--- config.mk ---
export PLATFORM = sky130hd
export DESIGN_NAME = lcg_draw_without_replacement
export DESIGN_NICKNAME = d
export VERILOG_FILES = /design/src/design/lcgdw_pkg.sv /design/src/design/lcgdw_ram.sv /design/src/design/lcgdw_mac.sv /design/src/design/lcgdw_mod.sv /design/src/design/lcg_draw_without_replacement.sv
export SDC_FILE = /design/constraint.sdc
export NUM_CORES = 1
export LEC_CHECK = 0
export ABC_AREA = 1
export BUFFER_PORTS_ARGS = -buffer_cell sky130_fd_sc_hd__buf_4
export CORE_ASPECT_RATIO = 1.25
export CORE_MARGIN = 2
export CORE_UTILIZATION = 35
export CTS_BUF_LIST = sky130_fd_sc_hd__clkbuf_16
export DETAILED_ROUTE_END_ITERATION = 10
export GPL_TIMING_DRIVEN = 0
export PLACE_DENSITY = 0.56
export REMOVE_ABC_BUFFERS = 1
export SLEW_MARGIN = 0
export SYNTH_ARGS = -nofsm -noshare
export SYNTH_HDL_FRONTEND = slang
export SYNTH_SLANG_ARGS = --single-unit
--- constraint.sdc ---
create_clock -name clk -period 6.2 [get_ports clk]
set_input_delay 1.55 -clock clk [delete_from_list [all_inputs] [get_ports clk]]
set_output_delay 1.55 -clock clk [all_outputs]
set_load 0.03 [all_outputs]
--- src/design/lcgdw_pkg.sv ---
// Shared types, constants and helper functions for the LCG draw-without-replacement block.
// Depends on nothing; lcgdw_mac, lcgdw_mod and lcg_draw_without_replacement import it.
package lcgdw_pkg;

	// Field and storage widths.
	localparam int BASE_W   = 16;
	localparam int CNT_W    = 9;
	localparam int VAL_W    = 17;
	localparam int POS_W    = 10;
	localparam int FUNC_W   = 2;
	localparam int SEED_W   = 32;
	localparam int OP_W     = 18;
	localparam int DRAW_W   = 15;
	localparam int DRAW_LSB = 16;
	localparam int STEP_W   = 5;

	// The pool bitmap is kept in memory words of this many entries.
	localparam int WORD_W  = 16;
	localparam int WORD_BW = 4;

	localparam int DEF_POOL_SIZE = 256;

	// Generator and coordinate hash constants.
	localparam logic [SEED_W-1:0] LCG_MUL   = 32'd214013;
	localparam logic [SEED_W-1:0] LCG_ADD   = 32'd2531011;
	localparam logic [SEED_W-1:0] HASH_X    = 32'd110291;
	localparam logic [SEED_W-1:0] HASH_Y    = 32'd167801;
	localparam logic [SEED_W-1:0] HASH_C    = 32'd81569;
	localparam logic [DRAW_W-1:0] DRAW_MASK = 15'h7FFF;

	// Serial step counts: multiplier bits of each product, dividend bits of the modulo.
	localparam int LCG_STEPS  = 18;
	localparam int HASH_STEPS = POS_W;
	localparam int MOD_STEPS  = DRAW_W;

	// Input function codes.
	typedef enum logic [FUNC_W-1:0] {
		FUNC_REFILL = 2'd0,
		FUNC_DRAW   = 2'd1,
		FUNC_RESEED = 2'd2
	} func_t;

	// Configuration register indexes.
	typedef enum logic {
		REG_RANGE_BASE  = 1'b0,
		REG_RANGE_COUNT = 1'b1
	} reg_idx_t;

	// Control of the serial multiply-accumulate unit.
	typedef struct packed {
		logic load_acc;
		logic load_op;
		logic step;
	} mac_ctrl_t;

	// Control of the serial modulo unit.
	typedef struct packed {
		logic start;
		logic step;
	} mod_ctrl_t;

	// Number of free entries in one bitmap word.
	function automatic logic [WORD_BW:0] popcount(input logic [WORD_W-1:0] word);
		logic [WORD_BW:0] sum;
		sum = '0;
		for (int b = 0; b < WORD_W; b++) begin
			sum = sum + (WORD_BW+1)'(word[b]);
		end
		return sum;
	endfunction

endpackage

--- src/design/lcgdw_ram.sv ---
// Generic single-write, single-read RAM with a registered read port.
// No dependencies.
module lcgdw_ram #(
	parameter int WIDTH = 16,
	parameter int DEPTH = 16,
	parameter int AW    = (DEPTH > 1) ? $clog2(DEPTH) : 1
) (
	input  logic             clk,
	input  logic             we,
	input  logic [AW-1:0]    waddr,
	input  logic [WIDTH-1:0] wdata,
	input  logic [AW-1:0]    raddr,
	output logic [WIDTH-1:0] rdata
);

	logic [WIDTH-1:0] mem_q [DEPTH];

	// Write port and registered read port.
	always_ff @(posedge clk) begin
		if (we) begin
			mem_q[waddr] <= wdata;
		end
		rdata <= mem_q[raddr];
	end

endmodule

--- src/design/lcgdw_mac.sv ---
// Bit-serial multiply-accumulate unit: one multiplier bit per cycle while ctrl.step is high, acc += op[0] ? addend : 0.
// Depends on lcgdw_pkg.
module lcgdw_mac import lcgdw_pkg::*; (
	input  logic              clk,
	input  mac_ctrl_t         ctrl,
	input  logic [SEED_W-1:0] acc_init,
	input  logic [OP_W-1:0]   op_init,
	input  logic [SEED_W-1:0] add_init,
	output logic [SEED_W-1:0] acc
);

	logic [SEED_W-1:0] acc_q;
	logic [OP_W-1:0]   op_q;
	logic [SEED_W-1:0] add_q;

	// The accumulator takes the partial product of the current multiplier bit.
	always_ff @(posedge clk) begin
		if (ctrl.load_acc) begin
			acc_q <= acc_init;
		end else if (ctrl.step && op_q[0]) begin
			acc_q <= acc_q + add_q;
		end
	end

	// Multiplier shifts right and the addend shifts left, one bit a step.
	always_ff @(posedge clk) begin
		if (ctrl.load_op || ctrl.load_acc) begin
			op_q  <= op_init;
			add_q <= add_init;
		end else if (ctrl.step) begin
			op_q  <= op_q >> 1;
			add_q <= add_q << 1;
		end
	end

	assign acc = acc_q;

endmodule

--- src/design/lcgdw_mod.sv ---
// Bit-serial restoring modulo: one dividend bit per cycle while ctrl.step is high, against a pool-count divisor.
// Depends on lcgdw_pkg.
module lcgdw_mod import lcgdw_pkg::*; (
	input  logic              clk,
	input  mod_ctrl_t         ctrl,
	input  logic [DRAW_W-1:0] dividend,
	input  logic [CNT_W-1:0]  divisor,
	output logic [CNT_W-1:0]  rem
);

	logic [DRAW_W-1:0] div_q;
	logic [CNT_W-1:0]  dsr_q;
	logic [CNT_W:0]    rem_q;
	logic [CNT_W:0]    trial;

	// Bring down the next dividend bit; subtract when the divisor fits.
	assign trial = {rem_q[CNT_W-1:0], div_q[DRAW_W-1]};

	always_ff @(posedge clk) begin
		if (ctrl.start) begin
			div_q <= dividend;
			dsr_q <= divisor;
			rem_q <= '0;
		end else if (ctrl.step) begin
			div_q <= div_q << 1;
			if (trial >= {1'b0, dsr_q}) begin
				rem_q <= trial - {1'b0, dsr_q};
			end else begin
				rem_q <= trial;
			end
		end
	end

	assign rem = rem_q[CNT_W-1:0];

endmodule

--- src/design/lcg_draw_without_replacement.sv ---
// Draws values from a configured range without repeats, driven by a 32-bit LCG.
// Depends on lcgdw_pkg, lcgdw_ram, lcgdw_mac and lcgdw_mod.
//
// Usage: items arrive on in_valid/in_ready with func, pos_x and pos_y. A refill (func 0)
// marks the first min(range_count, POOL_SIZE) entries of the pool free; a reseed
// (func 2) loads the seed from a hash of pos_x and pos_y; a draw (func 1) returns one
// result on out_valid/out_ready. Code 3 is taken and ignored. Refill and reseed produce
// no result transfer. range_base and range_count are set on the cfg_we/cfg_addr/cfg_wdata
// port; the user must write them only while idle, as the block does not enforce it.
// One item is processed at a time; in_ready is high only between items.
// Reseed runs two 10-bit serial products and then a seed write.
// Refill writes ceil(POOL_SIZE/16) bitmap words, one 16-entry word per cycle.
// A draw from a pool with two or more entries runs an 18-bit serial generator product
// and a 15-bit serial modulo, then checks bitmap words at one per cycle up to the one
// that holds the entry and steps past B bits inside it (B <= 15).
// A draw from a pool with one entry skips the product and modulo; an empty pool answers
// exhausted without a scan. The result sits in an output register: when the receiver
// stalls, the next item is still taken, and only a later draw waits for that register
// to free up.
// Reset empties the pool, zeroes the seed and sets range_base 0 and range_count 256;
// no clearing pass is needed since an empty pool never reads the bitmap memory.
module lcg_draw_without_replacement import lcgdw_pkg::*; #(
	parameter int POOL_SIZE = DEF_POOL_SIZE
) (
	input  logic              clk,
	input  logic              arst_n,
	input  logic              in_valid,
	output logic              in_ready,
	input  logic [FUNC_W-1:0] func,
	input  logic [POS_W-1:0]  pos_x,
	input  logic [POS_W-1:0]  pos_y,
	output logic              out_valid,
	input  logic              out_ready,
	output logic [VAL_W-1:0]  drawn_value,
	output logic              exhausted,
	input  logic              cfg_we,
	input  logic              cfg_addr,
	input  logic [BASE_W-1:0] cfg_wdata
);

	localparam int NWORDS = (POOL_SIZE + WORD_W - 1) / WORD_W;
	localparam int AW     = (NWORDS > 1) ? $clog2(NWORDS) : 1;
	localparam int IW     = AW + WORD_BW;
	localparam int CW     = (IW > CNT_W) ? IW + 1 : CNT_W + 1;
	localparam logic [AW-1:0]    LAST_WORD = AW'(NWORDS - 1);
	localparam logic [CNT_W-1:0] POOL_CAP  = (POOL_SIZE > 511) ? '1 : CNT_W'(POOL_SIZE);

	typedef enum logic [11:0] {
		ST_IDLE     = 12'b0000_0000_0001,
		ST_HASH_X   = 12'b0000_0000_0010,
		ST_HASH_Y   = 12'b0000_0000_0100,
		ST_LCG      = 12'b0000_0000_1000,
		ST_SEED     = 12'b0000_0001_0000,
		ST_MOD      = 12'b0000_0010_0000,
		ST_SCAN_RD  = 12'b0000_0100_0000,
		ST_SCAN_CHK = 12'b0000_1000_0000,
		ST_BIT      = 12'b0001_0000_0000,
		ST_WRITE    = 12'b0010_0000_0000,
		ST_RESULT   = 12'b0100_0000_0000,
		ST_FILL     = 12'b1000_0000_0000
	} state_t;

	state_t state_q, state_d;

	logic [STEP_W-1:0] step_q;
	logic              draw_q;
	logic [SEED_W-1:0] seed_q;
	logic [CNT_W-1:0]  remaining_q;
	logic [CNT_W-1:0]  fill_n_q;
	logic [CNT_W-1:0]  n_q;
	logic [AW-1:0]     waddr_q;
	logic [WORD_W-1:0] word_q;
	logic [WORD_W-1:0] sh_q;
	logic [WORD_W-1:0] mask_q;
	logic [WORD_BW-1:0] bit_q;
	logic              res_exh_q;
	logic              out_valid_q;
	logic [VAL_W-1:0]  drawn_q;
	logic              exh_q;
	logic [BASE_W-1:0] range_base_q;
	logic [CNT_W-1:0]  range_count_q;
	logic [POS_W-1:0]  pos_y_q;

	mac_ctrl_t         mac_ctrl;
	logic [SEED_W-1:0] mac_acc_init;
	logic [OP_W-1:0]   mac_op_init;
	logic [SEED_W-1:0] mac_add_init;
	logic [SEED_W-1:0] mac_acc;

	mod_ctrl_t         mod_ctrl;
	logic [CNT_W-1:0]  mod_rem;

	logic              ram_we;
	logic [WORD_W-1:0] ram_wdata;
	logic [AW-1:0]     ram_raddr;
	logic [WORD_W-1:0] ram_rdata;

	logic              accept;
	logic              out_free;
	logic [CNT_W-1:0]  fill_n;
	logic [WORD_W-1:0] fill_mask;
	logic [WORD_BW:0]  pop;
	logic              word_hit;
	logic              bit_hit;
	logic              step_last;

	assign accept   = in_valid && in_ready;
	assign in_ready = (state_q == ST_IDLE);
	assign out_free = !out_valid_q || out_ready;

	// A refill never marks more entries than the pool holds.
	assign fill_n = (32'(range_count_q) > 32'(POOL_SIZE)) ? POOL_CAP : range_count_q;

	// Free-entry mask for the bitmap word currently being filled.
	always_comb begin
		for (int b = 0; b < WORD_W; b++) begin
			fill_mask[b] = CW'({waddr_q, WORD_BW'(b)}) < CW'(fill_n_q);
		end
	end

	// Scan decisions: does the wanted entry lie in this word, is it this bit.
	assign pop      = popcount(ram_rdata);
	assign word_hit = n_q < CNT_W'(pop);
	assign bit_hit  = sh_q[0] && (n_q == '0);

	// Last step of the current serial operation.
	always_comb begin
		unique case (state_q)
			ST_HASH_X, ST_HASH_Y: step_last = (step_q == STEP_W'(HASH_STEPS - 1));
			ST_LCG:               step_last = (step_q == STEP_W'(LCG_STEPS - 1));
			ST_MOD:               step_last = (step_q == STEP_W'(MOD_STEPS - 1));
			default:              step_last = 1'b0;
		endcase
	end

	// Next state and control of the serial units and the bitmap memory.
	always_comb begin
		state_d      = state_q;
		mac_ctrl     = '0;
		mac_acc_init = '0;
		mac_op_init  = '0;
		mac_add_init = '0;
		mod_ctrl     = '0;
		ram_we       = 1'b0;
		ram_wdata    = fill_mask;
		unique case (state_q)
			ST_IDLE: begin
				if (in_valid) begin
					unique case (func)
						FUNC_REFILL: state_d = ST_FILL;
						FUNC_RESEED: begin
							mac_ctrl.load_acc = 1'b1;
							mac_acc_init      = HASH_C;
							mac_op_init       = OP_W'(pos_x);
							mac_add_init      = HASH_X;
							state_d           = ST_HASH_X;
						end
						FUNC_DRAW: begin
							if (remaining_q == '0) begin
								state_d = ST_RESULT;
							end else if (remaining_q == CNT_W'(1)) begin
								state_d = ST_SCAN_RD;
							end else begin
								mac_ctrl.load_acc = 1'b1;
								mac_acc_init      = LCG_ADD;
								mac_op_init       = OP_W'(LCG_MUL);
								mac_add_init      = seed_q;
								state_d           = ST_LCG;
							end
						end
						default: state_d = ST_IDLE;
					endcase
				end
			end
			ST_HASH_X: begin
				mac_ctrl.step = 1'b1;
				if (step_last) begin
					mac_ctrl.load_op = 1'b1;
					mac_op_init      = OP_W'(pos_y_q);
					mac_add_init     = HASH_Y;
					state_d          = ST_HASH_Y;
				end
			end
			ST_HASH_Y: begin
				mac_ctrl.step = 1'b1;
				if (step_last) begin
					state_d = ST_SEED;
				end
			end
			ST_LCG: begin
				mac_ctrl.step = 1'b1;
				if (step_last) begin
					state_d = ST_SEED;
				end
			end
			ST_SEED: begin
				if (draw_q) begin
					mod_ctrl.start = 1'b1;
					state_d        = ST_MOD;
				end else begin
					state_d = ST_IDLE;
				end
			end
			ST_MOD: begin
				mod_ctrl.step = 1'b1;
				if (step_last) begin
					state_d = ST_SCAN_RD;
				end
			end
			ST_SCAN_RD: state_d = ST_SCAN_CHK;
			ST_SCAN_CHK: begin
				if (word_hit) begin
					state_d = ST_BIT;
				end
			end
			ST_BIT: begin
				if (bit_hit) begin
					state_d = ST_WRITE;
				end
			end
			ST_WRITE: begin
				ram_we    = 1'b1;
				ram_wdata = word_q & ~mask_q;
				state_d   = ST_RESULT;
			end
			ST_RESULT: begin
				if (out_free) begin
					state_d = ST_IDLE;
				end
			end
			ST_FILL: begin
				ram_we = 1'b1;
				if (waddr_q == LAST_WORD) begin
					state_d = ST_IDLE;
				end
			end
			default: state_d = ST_IDLE;
		endcase
	end

	// The speculative read of the following word keeps the scan at one word per cycle.
	assign ram_raddr = (state_q == ST_SCAN_CHK) ? AW'(waddr_q + 1'b1) : waddr_q;

	// The y coordinate is held from the accepted transfer for the second hash product.
	always_ff @(posedge clk) begin
		if (accept) begin
			pos_y_q <= pos_y;
		end
	end

	// State register and step counter, which restarts on every state change.
	always_ff @(posedge clk or negedge arst_n) begin
		if (!arst_n) begin
			state_q <= ST_IDLE;
			step_q  <= '0;
		end else begin
			state_q <= state_d;
			if (state_d != state_q) begin
				step_q <= '0;
			end else begin
				step_q <= step_q + 1'b1;
			end
		end
	end

	// Configuration registers.
	always_ff @(posedge clk or negedge arst_n) begin
		if (!arst_n) begin
			range_base_q  <= '0;
			range_count_q <= CNT_W'(256);
		end else if (cfg_we) begin
			unique case (cfg_addr)
				REG_RANGE_BASE:  range_base_q  <= cfg_wdata;
				REG_RANGE_COUNT: range_count_q <= cfg_wdata[CNT_W-1:0];
				default: ;
			endcase
		end
	end

	// Generator seed and free-entry count.
	always_ff @(posedge clk or negedge arst_n) begin
		if (!arst_n) begin
			seed_q      <= '0;
			remaining_q <= '0;
		end else begin
			if (state_q == ST_SEED) begin
				seed_q <= mac_acc;
			end
			if (accept && (func == FUNC_REFILL)) begin
				remaining_q <= fill_n;
			end else if (state_q == ST_WRITE) begin
				remaining_q <= remaining_q - 1'b1;
			end
		end
	end

	// Pool scan and refill datapath: word address, rank of the wanted entry, bit stepping.
	always_ff @(posedge clk) begin
		if (accept) begin
			draw_q    <= (func == FUNC_DRAW);
			res_exh_q <= (remaining_q == '0);
			fill_n_q  <= fill_n;
			waddr_q   <= '0;
		end
		unique case (state_q)
			ST_SCAN_RD: begin
				n_q <= (remaining_q == CNT_W'(1)) ? '0 : mod_rem;
			end
			ST_SCAN_CHK: begin
				if (word_hit) begin
					word_q <= ram_rdata;
					sh_q   <= ram_rdata;
					mask_q <= WORD_W'(1);
					bit_q  <= '0;
				end else begin
					n_q     <= n_q - CNT_W'(pop);
					waddr_q <= AW'(waddr_q + 1'b1);
				end
			end
			ST_BIT: begin
				if (!bit_hit) begin
					if (sh_q[0]) begin
						n_q <= n_q - 1'b1;
					end
					sh_q   <= sh_q >> 1;
					mask_q <= mask_q << 1;
					bit_q  <= bit_q + 1'b1;
				end
			end
			ST_FILL: begin
				waddr_q <= AW'(waddr_q + 1'b1);
			end
			default: ;
		endcase
	end

	// Output register: a draw result waits here until its transfer completes.
	always_ff @(posedge clk or negedge arst_n) begin
		if (!arst_n) begin
			out_valid_q <= 1'b0;
		end else if ((state_q == ST_RESULT) && out_free) begin
			out_valid_q <= 1'b1;
		end else if (out_ready) begin
			out_valid_q <= 1'b0;
		end
	end

	always_ff @(posedge clk) begin
		if ((state_q == ST_RESULT) && out_free) begin
			exh_q <= res_exh_q;
			if (res_exh_q) begin
				drawn_q <= '0;
			end else begin
				drawn_q <= VAL_W'(range_base_q) + VAL_W'({waddr_q, bit_q});
			end
		end
	end

	assign out_valid   = out_valid_q;
	assign drawn_value = drawn_q;
	assign exhausted   = exh_q;

	// Serial generator and hash products.
	lcgdw_mac u_mac (
		.clk      (clk),
		.ctrl     (mac_ctrl),
		.acc_init (mac_acc_init),
		.op_init  (mac_op_init),
		.add_init (mac_add_init),
		.acc      (mac_acc)
	);

	// Serial modulo of the draw bits by the free-entry count.
	lcgdw_mod u_mod (
		.clk      (clk),
		.ctrl     (mod_ctrl),
		.dividend (DRAW_W'(mac_acc >> DRAW_LSB) & DRAW_MASK),
		.divisor  (remaining_q),
		.rem      (mod_rem)
	);

	// Pool bitmap, one word of entries per address.
	lcgdw_ram #(
		.WIDTH (WORD_W),
		.DEPTH (NWORDS),
		.AW    (AW)
	) u_pool (
		.clk   (clk),
		.we    (ram_we),
		.waddr (waddr_q),
		.wdata (ram_wdata),
		.raddr (ram_raddr),
		.rdata (ram_rdata)
	);

endmodule
======== Word level (Yosys, flattened, before mapping) ========
Memories as Yosys holds them, arrays and structs flattened. A register that Yosys moved wholly into a read port is not among the register bits.
Cells that the tools add are included.
storage, ports and cells
  input port bits ......................... 44
  memories ................................ 1
  output and inout port bits .............. 20
  flip-flop bits (word level) ............. 303
  word-level logic and storage cells ...... 202
  memory bits (writable) .................. 256
operators by class
  reduce and logical (&&, ||, !) cells .... 27
  eq/ne operators ......................... 24
  $lt $le $gt $ge ......................... 19
  bitwise gates (word level) .............. 3
  add/sub/neg operators ................... 24
  mux-type cells .......................... 79
memories
  memory        words  bits a word  read ports  clocked after Yosys merged registers in  write ports  line             RTL
  u_pool.mem_q  16     16           1           1                                        1            lcgdw_ram.sv:16  logic [WIDTH-1:0] mem_q [DEPTH];
operators by type and width
  kind                                              count
  two-way mux 32 bit                                7
  less-than comparator 8 x 9 -> 1 bit               16
  case mux 12 bit (11 select lines)                 1
  case mux 32 bit (2 select lines)                  2
  two-way mux 18 bit                                6
  two-way mux 12 bit                                8
  two-way mux 22 bit                                4
  two-way mux 16 bit                                5
  two-way mux 9 bit                                 8
  case mux 18 bit (2 select lines)                  2
  case mux 16 bit (2 select lines)                  2
  adder 5 x 1 -> 5 bit                              11
  case mux 22 bit (2 select lines)                  1
  case mux 12 bit (3 select lines)                  1
  adder 32 bit                                      1
  two-way mux 15 bit                                2
  case mux 9 bit (3 select lines)                   1
  two-way mux 4 bit                                 5
  logical NOT 9 bit                                 2
  subtractor 9 x 1 -> 9 bit, second input constant  2
  adder 16 x 8 -> 17 bit                            1
  bitwise AND 16 bit                                1
  NOT 16 bit                                        1
  case mux 4 bit (2 select lines)                   2
  51 further kinds                                  84

======== Depth between registers and ports, before layout ========
Gate-level depths: netlist of the first run.
  depth after elaboration ................. 20
  mapped depth ............................ 26
  mapped depth without buffers ............ 26

======== By module ========
A second synthesis of the first run with hierarchy kept.
second synthesis, totals
  cells, all modules ...................... 3188
  area, all modules ....................... 29238.0 sq um
modules (own cells, without submodules)
  module                        times used  sequential area each (sq um)  area each (sq um)  cells an instance
  lcgdw_ram                     1           8007.7                        11380.9            1074
  lcg_draw_without_replacement  1           5187.5                        10154.7            1148
  lcgdw_mac                     1           2462.4                        5794.3             729
  lcgdw_mod                     1           900.9                         1908.1             237

======== Worst setup path after synthesis of the first run ========
Ideal clock, no wire load.
  kind .................................... register to register
  start point ............................. reg u_pool.rdata[0], read port of u_pool.mem_q
  end point ............................... reg bit_q[0] (enable)
  setup slack ............................. 0.374 ns
  path buffers ............................ 0
  setup time .............................. 0.394 ns
  arrival time ............................ 5.433 ns
  stages on the path, launching flop included .. 22
  clock period less this slack ............ 5.826 ns
  cells stage by stage .................... dfxtp_1 inv_1 fa_1 fa_1 fa_1 fa_1 inv_1 ha_1 inv_1 fa_1 o21ai_0 nand2_1 ha_1 inv_1 nor3_1 nand2_1 nand3_1 inv_1 nand3_1 nor2_2 inv_1 nand2_1
between the ends
  word-level cells in the longest chain between the ends .. 18
ends and longest elaborated chain
  element                              line                                 RTL
  start, declared                      lcgdw_ram.sv:13                      output logic [WIDTH-1:0] rdata
  adder 1 x 1 -> 2 bit                 lcgdw_pkg.sv:67                      sum = sum + (WORD_BW+1)'(word[b]);
  adder 2 x 1 -> 3 bit                 lcgdw_pkg.sv:67
  adder 3 x 1 -> 4 bit                 lcgdw_pkg.sv:67
  adder 4 x 1 -> 5 bit                 lcgdw_pkg.sv:67
  adder 5 x 1 -> 5 bit (11 in series)  lcgdw_pkg.sv:67
  less-than comparator 9 x 5 -> 1 bit  lcg_draw_without_replacement.sv:123  assign word_hit = n_q < CNT_W'(pop);
  != test 2 bit (no line)              -
  AND reduction 3 bit (no line)        -
  end signal, assigned                 lcg_draw_without_replacement.sv:327  bit_q <= bit_q + 1'b1;
  end, declared                        lcg_draw_without_replacement.sv:75   logic [WORD_BW-1:0] bit_q;
No other way between the ends.
A chain may end at the register's enable or synchronous reset.

======== Worst setup path after layout of the first run ========
  start point ............................. reg u_pool.rdata[5], read port of u_pool.mem_q
  end point ............................... reg step_q[1]
between the ends
  word-level cells in the longest chain between the ends .. 16
ends and longest elaborated chain
  element                              line                                 RTL
  adder 5 x 1 -> 5 bit (11 in series)  lcgdw_pkg.sv:67
  less-than comparator 9 x 5 -> 1 bit  lcg_draw_without_replacement.sv:123
  two-way mux 12 bit                   lcg_draw_without_replacement.sv:212  if (word_hit) begin
  case mux 12 bit (11 select lines)    lcg_draw_without_replacement.sv:146  unique case (state_q)
  via state_d[8]                       lcg_draw_without_replacement.sv:63   state_t state_q, state_d;
  != test 12 bit                       lcg_draw_without_replacement.sv:258  if (state_d != state_q) begin
  two-way mux 5 bit                    lcg_draw_without_replacement.sv:258
  end signal, assigned                 lcg_draw_without_replacement.sv:261  step_q <= step_q + 1'b1;
  end, declared                        lcg_draw_without_replacement.sv:65   logic [STEP_W-1:0] step_q;
The timed path passes the listed nets, and every way through them passes these cells.

==> results.cfg, run 1 <==
[status]
run_status = finished clean

[timing]
maxClockFrequency_mhz = 176
timing.max_slew.rel_slack_pct = 9.55
share_of_the_clock_period_used_by_the_worst_path_pct = 91.9
final-max-slew-violation-count = 0
finalHoldViolCount = 0
grt_setup_unrepaired = no
timing.clock.skew_ns = 0.0517
pin_slew_with_the_least_headroom_to_its_limit_ns = 1.36
timing.final.setup_violations = 0
layout_min_cycle_time_ns = 5.70

[cells_and_area]
syn_to_final_growth_pct = 14.8
drive_gt1_share_pct = 9.28
most-common-layout-cells = sky130_fd_sc_hd__nand2_1, sky130_fd_sc_hd__edfxtp_1, sky130_fd_sc_hd__inv_1
final_nets = 2818
final_core_utilization_pct = 40.7
finalInstanceArea_um2 = 31000
layout.cells.most_common = sky130_fd_sc_hd__nand2_1
n_antenna_cell = 0

[drt]
post-route-drc-count = 0
initialDrtViolationCount = 1075
average_wire_per_standard_cell_um = 17.6
totalWireLength_um = 65200
drt.antenna.violating_nets = 0
viasPerCell = 5.04
drt_first_pass_iters = 6
via_count = 18700

[place]
dp_hpwl_um = 43500
numPortBuffers = 63
routabilityCongestion = 0.891
postPlaceCellArea_um2 = 29000

[worst_hold_path]
hold_class = reg -> reg

[yosys]
yosys_register_bits = 572
synth_cells = 2614
synth_cell_type_count = 60
synthesis.area_per_instance_um2 = 10.3
netlist_area_um2 = 27000
synth-edff-count = 460
ys_warn_count = 0
asyncSetResetFlopFracSynth_pct = 14.5
seq_area_frac_synth_pct = 61.0
synth_ff_type = sky130_fd_sc_hd__edfxtp_1

[power_and_ir_drop]
power_per_cell_area_nw_per_um2 = 456
p_leak_nw = 12.4
ir_drop_uv = 873

[setup_path]
criticalPathCategory = reg -> reg
worst_ep_arrival_time_ns = 6.28
worstPathRequired_ns = 6.78
critPathSlowestCell = sky130_fd_sc_hd__fa_1
crit_path_max_fanout = 5
timing.critical_path.slowest_cell_delay_ns = 0.56
startpoint_class = register
crit_family = adder cells
worst_setup_path_end_kind = register
crit_top_cell = sky130_fd_sc_hd__inv_1
cp_num_buf_inv = 6

[floorplanning]
placeableCoreArea_um2 = 76200
floorplan.io_pins = 64
floorplan.die.height_um = 315
placementRows = 113
initial_core_util_pct = 35.5
die_w_um = 253
fp.dieArea_um2 = 79400

[clock_network]
clock_sinks = 572
cts_buffer_depth = 3
cts_made_buffers = 61
cts.clk_slew.worst_paths_ns = 0.06
root_buffer_master = sky130_fd_sc_hd__clkbuf_16
cts_tree = built
clkLatencyLatePin_ns = 0.66
cts-htree-levels = 2

[global_routing]
grt_resource_usage_total_pct = 16.4
via_count_of_the_first_global_routing_pass = 18700
grt_max_degree = 84
globalRoute.totalOverflow = 0
first_pass_grt_wire_length_um = 102000
number_of_antenna_violations_at_the_first_check_in_global_routing = 0

[job]
drv_cap = 0
[logic make-up (layout without fill, tap and decap cells)]
kind of cell    count (synthesis)  after routing  synth area share, %
fa+ha+maj                      91             91                 4.60
flops                         572            572                 61.0
mux                             2              2               0.0834
xor+xnor                       34             34                 1.13
compound gates                498            498                 11.5
simple gates                  942            942                 14.8
buf+inv                       475            597                 6.91
[where the power goes]
part	leakage (nW)	switching [mW]	total, mW	internal (mW)
clock network	1.03	1.53	3.57	2.04
logic	5.84	3.56	5.77	2.21
registers	5.48	0.201	4.79	4.59
total	12.4	5.29	14.1	8.84
[repair_timing]
item | CTS | global route
endpoints found under the setup margin | 53 | 7
setup buffers | 2 | 0
gates cloned | 0 | 0
hold buffers | 0 | 0
resized for setup | 2 | 1
pin swaps | 1 | 0
[synth_stat cells, types with 3 or more instances]
| cell type | number | area [µm²] |
|---|---|---|
| sky130_fd_sc_hd__buf_2 | 13 | 65.1 |
| sky130_fd_sc_hd__nor2_2 | 10 | 62.6 |
| sky130_fd_sc_hd__a221oi_1 | 3 | 26.3 |
| sky130_fd_sc_hd__o21a_1 | 9 | 67.6 |
| sky130_fd_sc_hd__a22oi_1 | 3 | 22.5 |
| sky130_fd_sc_hd__buf_1 | 13 | 48.8 |
| sky130_fd_sc_hd__o21ai_0 | 156 | 781 |
| sky130_fd_sc_hd__o211ai_1 | 134 | 1010 |
| sky130_fd_sc_hd__nand2_2 | 5 | 31.3 |
| sky130_fd_sc_hd__xor2_1 | 21 | 184 |
| sky130_fd_sc_hd__a21oi_1 | 118 | 591 |
| sky130_fd_sc_hd__a21o_1 | 6 | 45.0 |
| sky130_fd_sc_hd__dfrtp_1 | 81 | 2030 |
| sky130_fd_sc_hd__edfxtp_1 | 460 | 13800 |
| sky130_fd_sc_hd__o22ai_1 | 6 | 37.5 |
| sky130_fd_sc_hd__a221o_1 | 4 | 40.0 |
| sky130_fd_sc_hd__buf_6 | 8 | 90.1 |
| sky130_fd_sc_hd__a31oi_1 | 7 | 43.8 |
| sky130_fd_sc_hd__inv_2 | 7 | 26.3 |
| sky130_fd_sc_hd__or2_2 | 5 | 31.3 |
| sky130_fd_sc_hd__nand2_1 | 517 | 1940 |
| sky130_fd_sc_hd__nor2_1 | 159 | 597 |
| sky130_fd_sc_hd__inv_1 | 376 | 1410 |
| sky130_fd_sc_hd__nand4_1 | 19 | 119 |
| sky130_fd_sc_hd__xnor2_1 | 12 | 105 |
| sky130_fd_sc_hd__clkbuf_1 | 54 | 203 |
| sky130_fd_sc_hd__a32o_1 | 3 | 30.0 |
| sky130_fd_sc_hd__nand3_1 | 182 | 911 |
| sky130_fd_sc_hd__dfxtp_1 | 29 | 581 |
| sky130_fd_sc_hd__o21bai_1 | 5 | 37.5 |
| sky130_fd_sc_hd__nor3_1 | 30 | 150 |
| sky130_fd_sc_hd__o221ai_1 | 8 | 70.1 |
| sky130_fd_sc_hd__a31o_2 | 6 | 52.6 |
| sky130_fd_sc_hd__ha_1 | 77 | 963 |
| sky130_fd_sc_hd__a22o_1 | 15 | 131 |
| sky130_fd_sc_hd__o31ai_1 | 4 | 30.0 |
| sky130_fd_sc_hd__fa_1 | 14 | 280 |
| sky130_fd_sc_hd__nor2_4 | 5 | 56.3 |
[sequential cells by signal (all words and copies together), names as in the netlist, 10 cells and up]
signal / flops
state_q: 12
seed_q: 31
drawn_value: 17
sh_q: 16
u_mac.op_q: 18
u_pool.mem_q: 256
u_mod.div_q: 15
mask_q: 16
word_q: 16
u_mac.add_q: 31
range_base_q: 16
u_mac.acc: 31
pos_y_q: 10
u_pool.rdata: 16
[worst register-to-register path: stages, from the launching register on]
cell and delay [ns]:
sky130_fd_sc_hd__dfxtp_1 0.39, sky130_fd_sc_hd__inv_1 0.10, sky130_fd_sc_hd__fa_1 0.56, sky130_fd_sc_hd__fa_1 0.44, sky130_fd_sc_hd__fa_1 0.55, sky130_fd_sc_hd__fa_1 0.42, sky130_fd_sc_hd__inv_1 0.08, sky130_fd_sc_hd__ha_1 0.15
sky130_fd_sc_hd__inv_1 0.05, sky130_fd_sc_hd__fa_1 0.40, sky130_fd_sc_hd__o21ai_0 0.17, sky130_fd_sc_hd__nand2_1 0.09, sky130_fd_sc_hd__ha_1 0.32, sky130_fd_sc_hd__inv_1 0.11, sky130_fd_sc_hd__nor3_1 0.06, sky130_fd_sc_hd__nand2_1 0.06
sky130_fd_sc_hd__nand3_1 0.11, sky130_fd_sc_hd__inv_1 0.11, sky130_fd_sc_hd__nand3_1 0.28, sky130_fd_sc_hd__nor2_4 0.26, sky130_fd_sc_hd__inv_1 0.12, sky130_fd_sc_hd__nand2_1 0.09, sky130_fd_sc_hd__o21ai_0 0.09, sky130_fd_sc_hd__nor3_1 0.22
sky130_fd_sc_hd__nand3_1 0.23, sky130_fd_sc_hd__nor2_1 0.15
[path summary, 6_finish.rpt]
kind,startpoint,end,slack (ns),depth (start not counted)
max in group asynchronous,arst_n,range_base_q[3]$_DFFE_PN0P_,4.28,1
hold reg to reg,u_pool.rdata[4]$_DFF_P_,word_q[4]$_DFFE_PP_,0.44,0
hold / removal,u_pool.rdata[4]$_DFF_P_,word_q[4]$_DFFE_PP_,0.44,0
setup reg to reg,u_pool.rdata[5]$_DFF_P_,step_q[1]$_DFF_PN0_,0.50,25
setup / recovery,u_pool.rdata[5]$_DFF_P_,step_q[1]$_DFF_PN0_,0.50,25
min in group asynchronous,arst_n,seed_q[8]$_DFFE_PN0N_,1.11,1
[per-stage QoR]
| stage | cells | worst slack [ns] | setup TNS, ns | total power [mW] | hold WS [ns] |
|---|---|---|---|---|---|
| CTS | 3713 | 0.278 | 0 | 14.3 | 0.440 |
| detailed placement | 3595 | -0.445 | -14.50 | 10.7 | 0.418 |
| floorplan | 2524 | -0.678 | -10.80 | 9.25 | 0.408 |
| finish | 3713 | 0.504 | 0 | 14.1 | 0.439 |
| global placement | 3564 | -3.16 | -192.87 | 10.5 | 0.424 |
| global route | 3713 | 0.158 | 0 | 15.3 | 0.455 |
[per-layer routing]
metal  routed length, µm  share of wire (%)  track usage, %
met5                   0                  0               0
met4                2450                3.8            6.64
met3                2600                4.0            2.42
met2               33500                 51            29.9
met1               26700                 41            19.2
[layout make-up]
cell class,count,area [µm²]
multi-input combinational,1567,8800
timing repair buffer,96,1090
clock inverter,55,452
fill,7237,45200
clock buffer,61,1530
inverter,385,1450
tap,977,1220
sequential,572,16500
(Power assumes the default switching activity.)
==> run 2, diff against run 1 <==
--- a/config.mk
+++ b/config.mk
@@ -7,13 +7,15 @@
 export LEC_CHECK = 0
 export ABC_AREA = 1
 export BUFFER_PORTS_ARGS = -buffer_cell sky130_fd_sc_hd__buf_4
+export CELL_PAD_IN_SITES_DETAIL_PLACEMENT = 1
+export CELL_PAD_IN_SITES_GLOBAL_PLACEMENT = 1
 export CORE_ASPECT_RATIO = 1.25
 export CORE_MARGIN = 2
 export CORE_UTILIZATION = 35
 export CTS_BUF_LIST = sky130_fd_sc_hd__clkbuf_16
 export DETAILED_ROUTE_END_ITERATION = 10
 export GPL_TIMING_DRIVEN = 0
-export PLACE_DENSITY = 0.56
+export PLACE_DENSITY = 0.66
 export REMOVE_ABC_BUFFERS = 1
 export SLEW_MARGIN = 0
 export SYNTH_ARGS = -nofsm -noshare
==> run 2 against run 1 <==
- worst hold slack improved by 0.0093 ns
- total power increased by 2.8%
- critical endpoint is now step_q[4]$_DFF_PN0_
- register-to-register slack better by 0.02 ns
- largest power group unchanged
- first-iteration DRC count down 6.0%
==> results.cfg, run 2 (synthesis results as in run 1) <==
[global_routing]
grt_resource_usage_total_pct = 18.9
number_of_antenna_violations_at_the_first_check_in_global_routing = 0
grt_max_degree = 84
globalRoute.totalOverflow = 0
first_pass_grt_wire_length_um = 118000
via_count_of_the_first_global_routing_pass = 20900

[power_and_ir_drop]
share_of_power_burned_in_registers_pct = 33.1
ir_drop_uv = 848
power.net_switching_mw = 5.58
total_power_mw = 14.5
power_report.internal_total_mw = 8.95
netSwitchingFraction_pct = 38.4
p_leak_nw = 12.4
combinationalPowerShare_pct = 41.5
p_clk_share_pct = 25.4
power_per_cell_area_nw_per_um2 = 468

[floorplanning]
fp.dieArea_um2 = 79400
die_w_um = 253
floorplan.die.height_um = 315
floorplan.io_pins = 64
placementRows = 113
placeableCoreArea_um2 = 76200
initial_core_util_pct = 35.5

[drt]
drt.antenna.violating_nets = 0
totalWireLength_um = 74400
viasPerCell = 5.18
drt_first_pass_iters = 5
via_count = 19200
initialDrtViolationCount = 1010
average_wire_per_standard_cell_um = 20.1
post-route-drc-count = 0

[place]
dp_hpwl_um = 50800
preCtsSetupSlack_ns = -0.617
numPortBuffers = 63
routabilityCongestion = 0.838
postPlaceCellArea_um2 = 29000

[cells_and_area]
syn_to_final_growth_pct = 15.0
final_nets = 2818
layout.cells.most_common = sky130_fd_sc_hd__nand2_1
finalInstanceArea_um2 = 31100
largest_reg_flops = 256
n_antenna_cell = 0
top_register = u_pool.mem_q
final_core_utilization_pct = 40.8
most-common-layout-cells = sky130_fd_sc_hd__nand2_1, sky130_fd_sc_hd__edfxtp_1, sky130_fd_sc_hd__inv_1
drive_gt1_share_pct = 9.44

[clock_network]
cts.clk_slew.worst_paths_ns = 0.06
cts_made_buffers = 60
root_buffer_master = sky130_fd_sc_hd__clkbuf_16
cts_hold_bufs = 0
cts_tree = built
clock_sinks = 572
cts-htree-levels = 2
clkLatencyLatePin_ns = 0.67
cts_buffer_depth = 3

[timing]
final-max-slew-violation-count = 0
timing.max_slew.rel_slack_pct = 15.1
maxClockFrequency_mhz = 176
grt_setup_unrepaired = no
timing.final.setup_violations = 0
finalWorstSetupSlack_ns = 0.524
layout_min_cycle_time_ns = 5.68
timing.clock.skew_ns = 0.0524
share_of_the_clock_period_used_by_the_worst_path_pct = 91.5
finalHoldViolCount = 0
pin_slew_with_the_least_headroom_to_its_limit_ns = 1.27

[setup_path]
worst_ep_arrival_time_ns = 6.22
timing.critical_path.slowest_cell_delay_ns = 0.59
worst_setup_path_end_kind = register
worstPathRequired_ns = 6.75
crit_path_max_fanout = 5
criticalPathCategory = reg -> reg
critPathSlowestCell = sky130_fd_sc_hd__fa_1
startpoint_class = register
crit_top_cell = sky130_fd_sc_hd__inv_1

[status]
run_status = finished clean

[job]
drv_cap = 0

[worst_hold_path]
hold_class = reg -> reg
[run 2: cell types whose count changed in the layout (fill, tap and decap cells not counted), moves of 2 or more]
cell / delta
sky130_fd_sc_hd__clkinv_1: -7
sky130_fd_sc_hd__buf_8: +5
sky130_fd_sc_hd__nand3_2: +2
sky130_fd_sc_hd__buf_12: -2
sky130_fd_sc_hd__bufinv_16: +2
sky130_fd_sc_hd__inv_1: +3
sky130_fd_sc_hd__nand3_1: -2
sky130_fd_sc_hd__inv_6: -2
[run 2: worst paths after layout]
check	from	endpoint	slack, ns	cells past startpoint
min reg2reg	remaining_q[8]$_DFFE_PN0P_	u_mod.dsr_q[8]$_DFFE_PP_	0.45	0
max reg2reg	u_pool.rdata[0]$_DFF_P_	step_q[4]$_DFF_PN0_	0.52	25
max in group asynchronous	arst_n	remaining_q[6]$_DFFE_PN0P_	4.18	1
max	u_pool.rdata[0]$_DFF_P_	step_q[4]$_DFF_PN0_	0.52	25
min in group asynchronous	arst_n	seed_q[8]$_DFFE_PN0N_	1.14	1
min	remaining_q[8]$_DFFE_PN0P_	u_mod.dsr_q[8]$_DFFE_PP_	0.45	0
[run 2: through the flow]
stage / TNS [ns] / std cells / hold WS (ns)
after floorplan: -10.80 / 2524 / 0.408
after global placement: -215.16 / 3564 / 0.417
after detailed placement: -23.30 / 3596 / 0.433
after CTS: 0 / 3710 / 0.448
after global routing: 0 / 3711 / 0.462
final: 0 / 3711 / 0.448
[run 2: layout make-up]
class | count | area (µm²)
Clock buffer | 60 | 1500
Clock inverter | 53 | 518
Fill cell | 8358 | 45100
Inverter | 385 | 1450
Multi-Input combinational cell | 1567 | 8810
Sequential cell | 572 | 16500
Tap cell | 977 | 1220
Timing Repair Buffer | 97 | 1090
[run 2: what timing repair did]
item	CTS	global route
gates cloned	0	0
setup endpoints to repair	53	14
buffers inserted	1	1
pin swaps	1	1
resized for setup	2	3
hold endpoints to repair	0	0
[run 2: power groups by stage]
stage	sequential (mW)	clock, mW	combinational [mW]
3_3_place_gp	4.88	0	5.71
4_1_cts	4.81	3.77	6.07
3_5_place_dp	4.89	0	6.02
5_1_grt	4.83	3.90	6.83
2_1_floorplan	4.78	0	4.47
6_report	4.81	3.69	6.03
[run 2: critical path: cells and delay by family (launching register included)]
family                   cells  cell delay (ns)
AO/OA/AOI/OAI                2             0.27
flip-flops                   1             0.42
buffers and inverters        6             0.59
AND/OR/NAND/NOR             10             1.42
adder cells (fa/ha/maj)      7             2.86
[run 2: layer usage]
metal,GRT usage (%),vias to the layer above,share of wire (%)
met5,0,-,0
met4,6.58,0,3.4
met3,2.29,148,3.0
met2,35.5,287,53
met1,22.1,9650,41
li1,-,9133,-
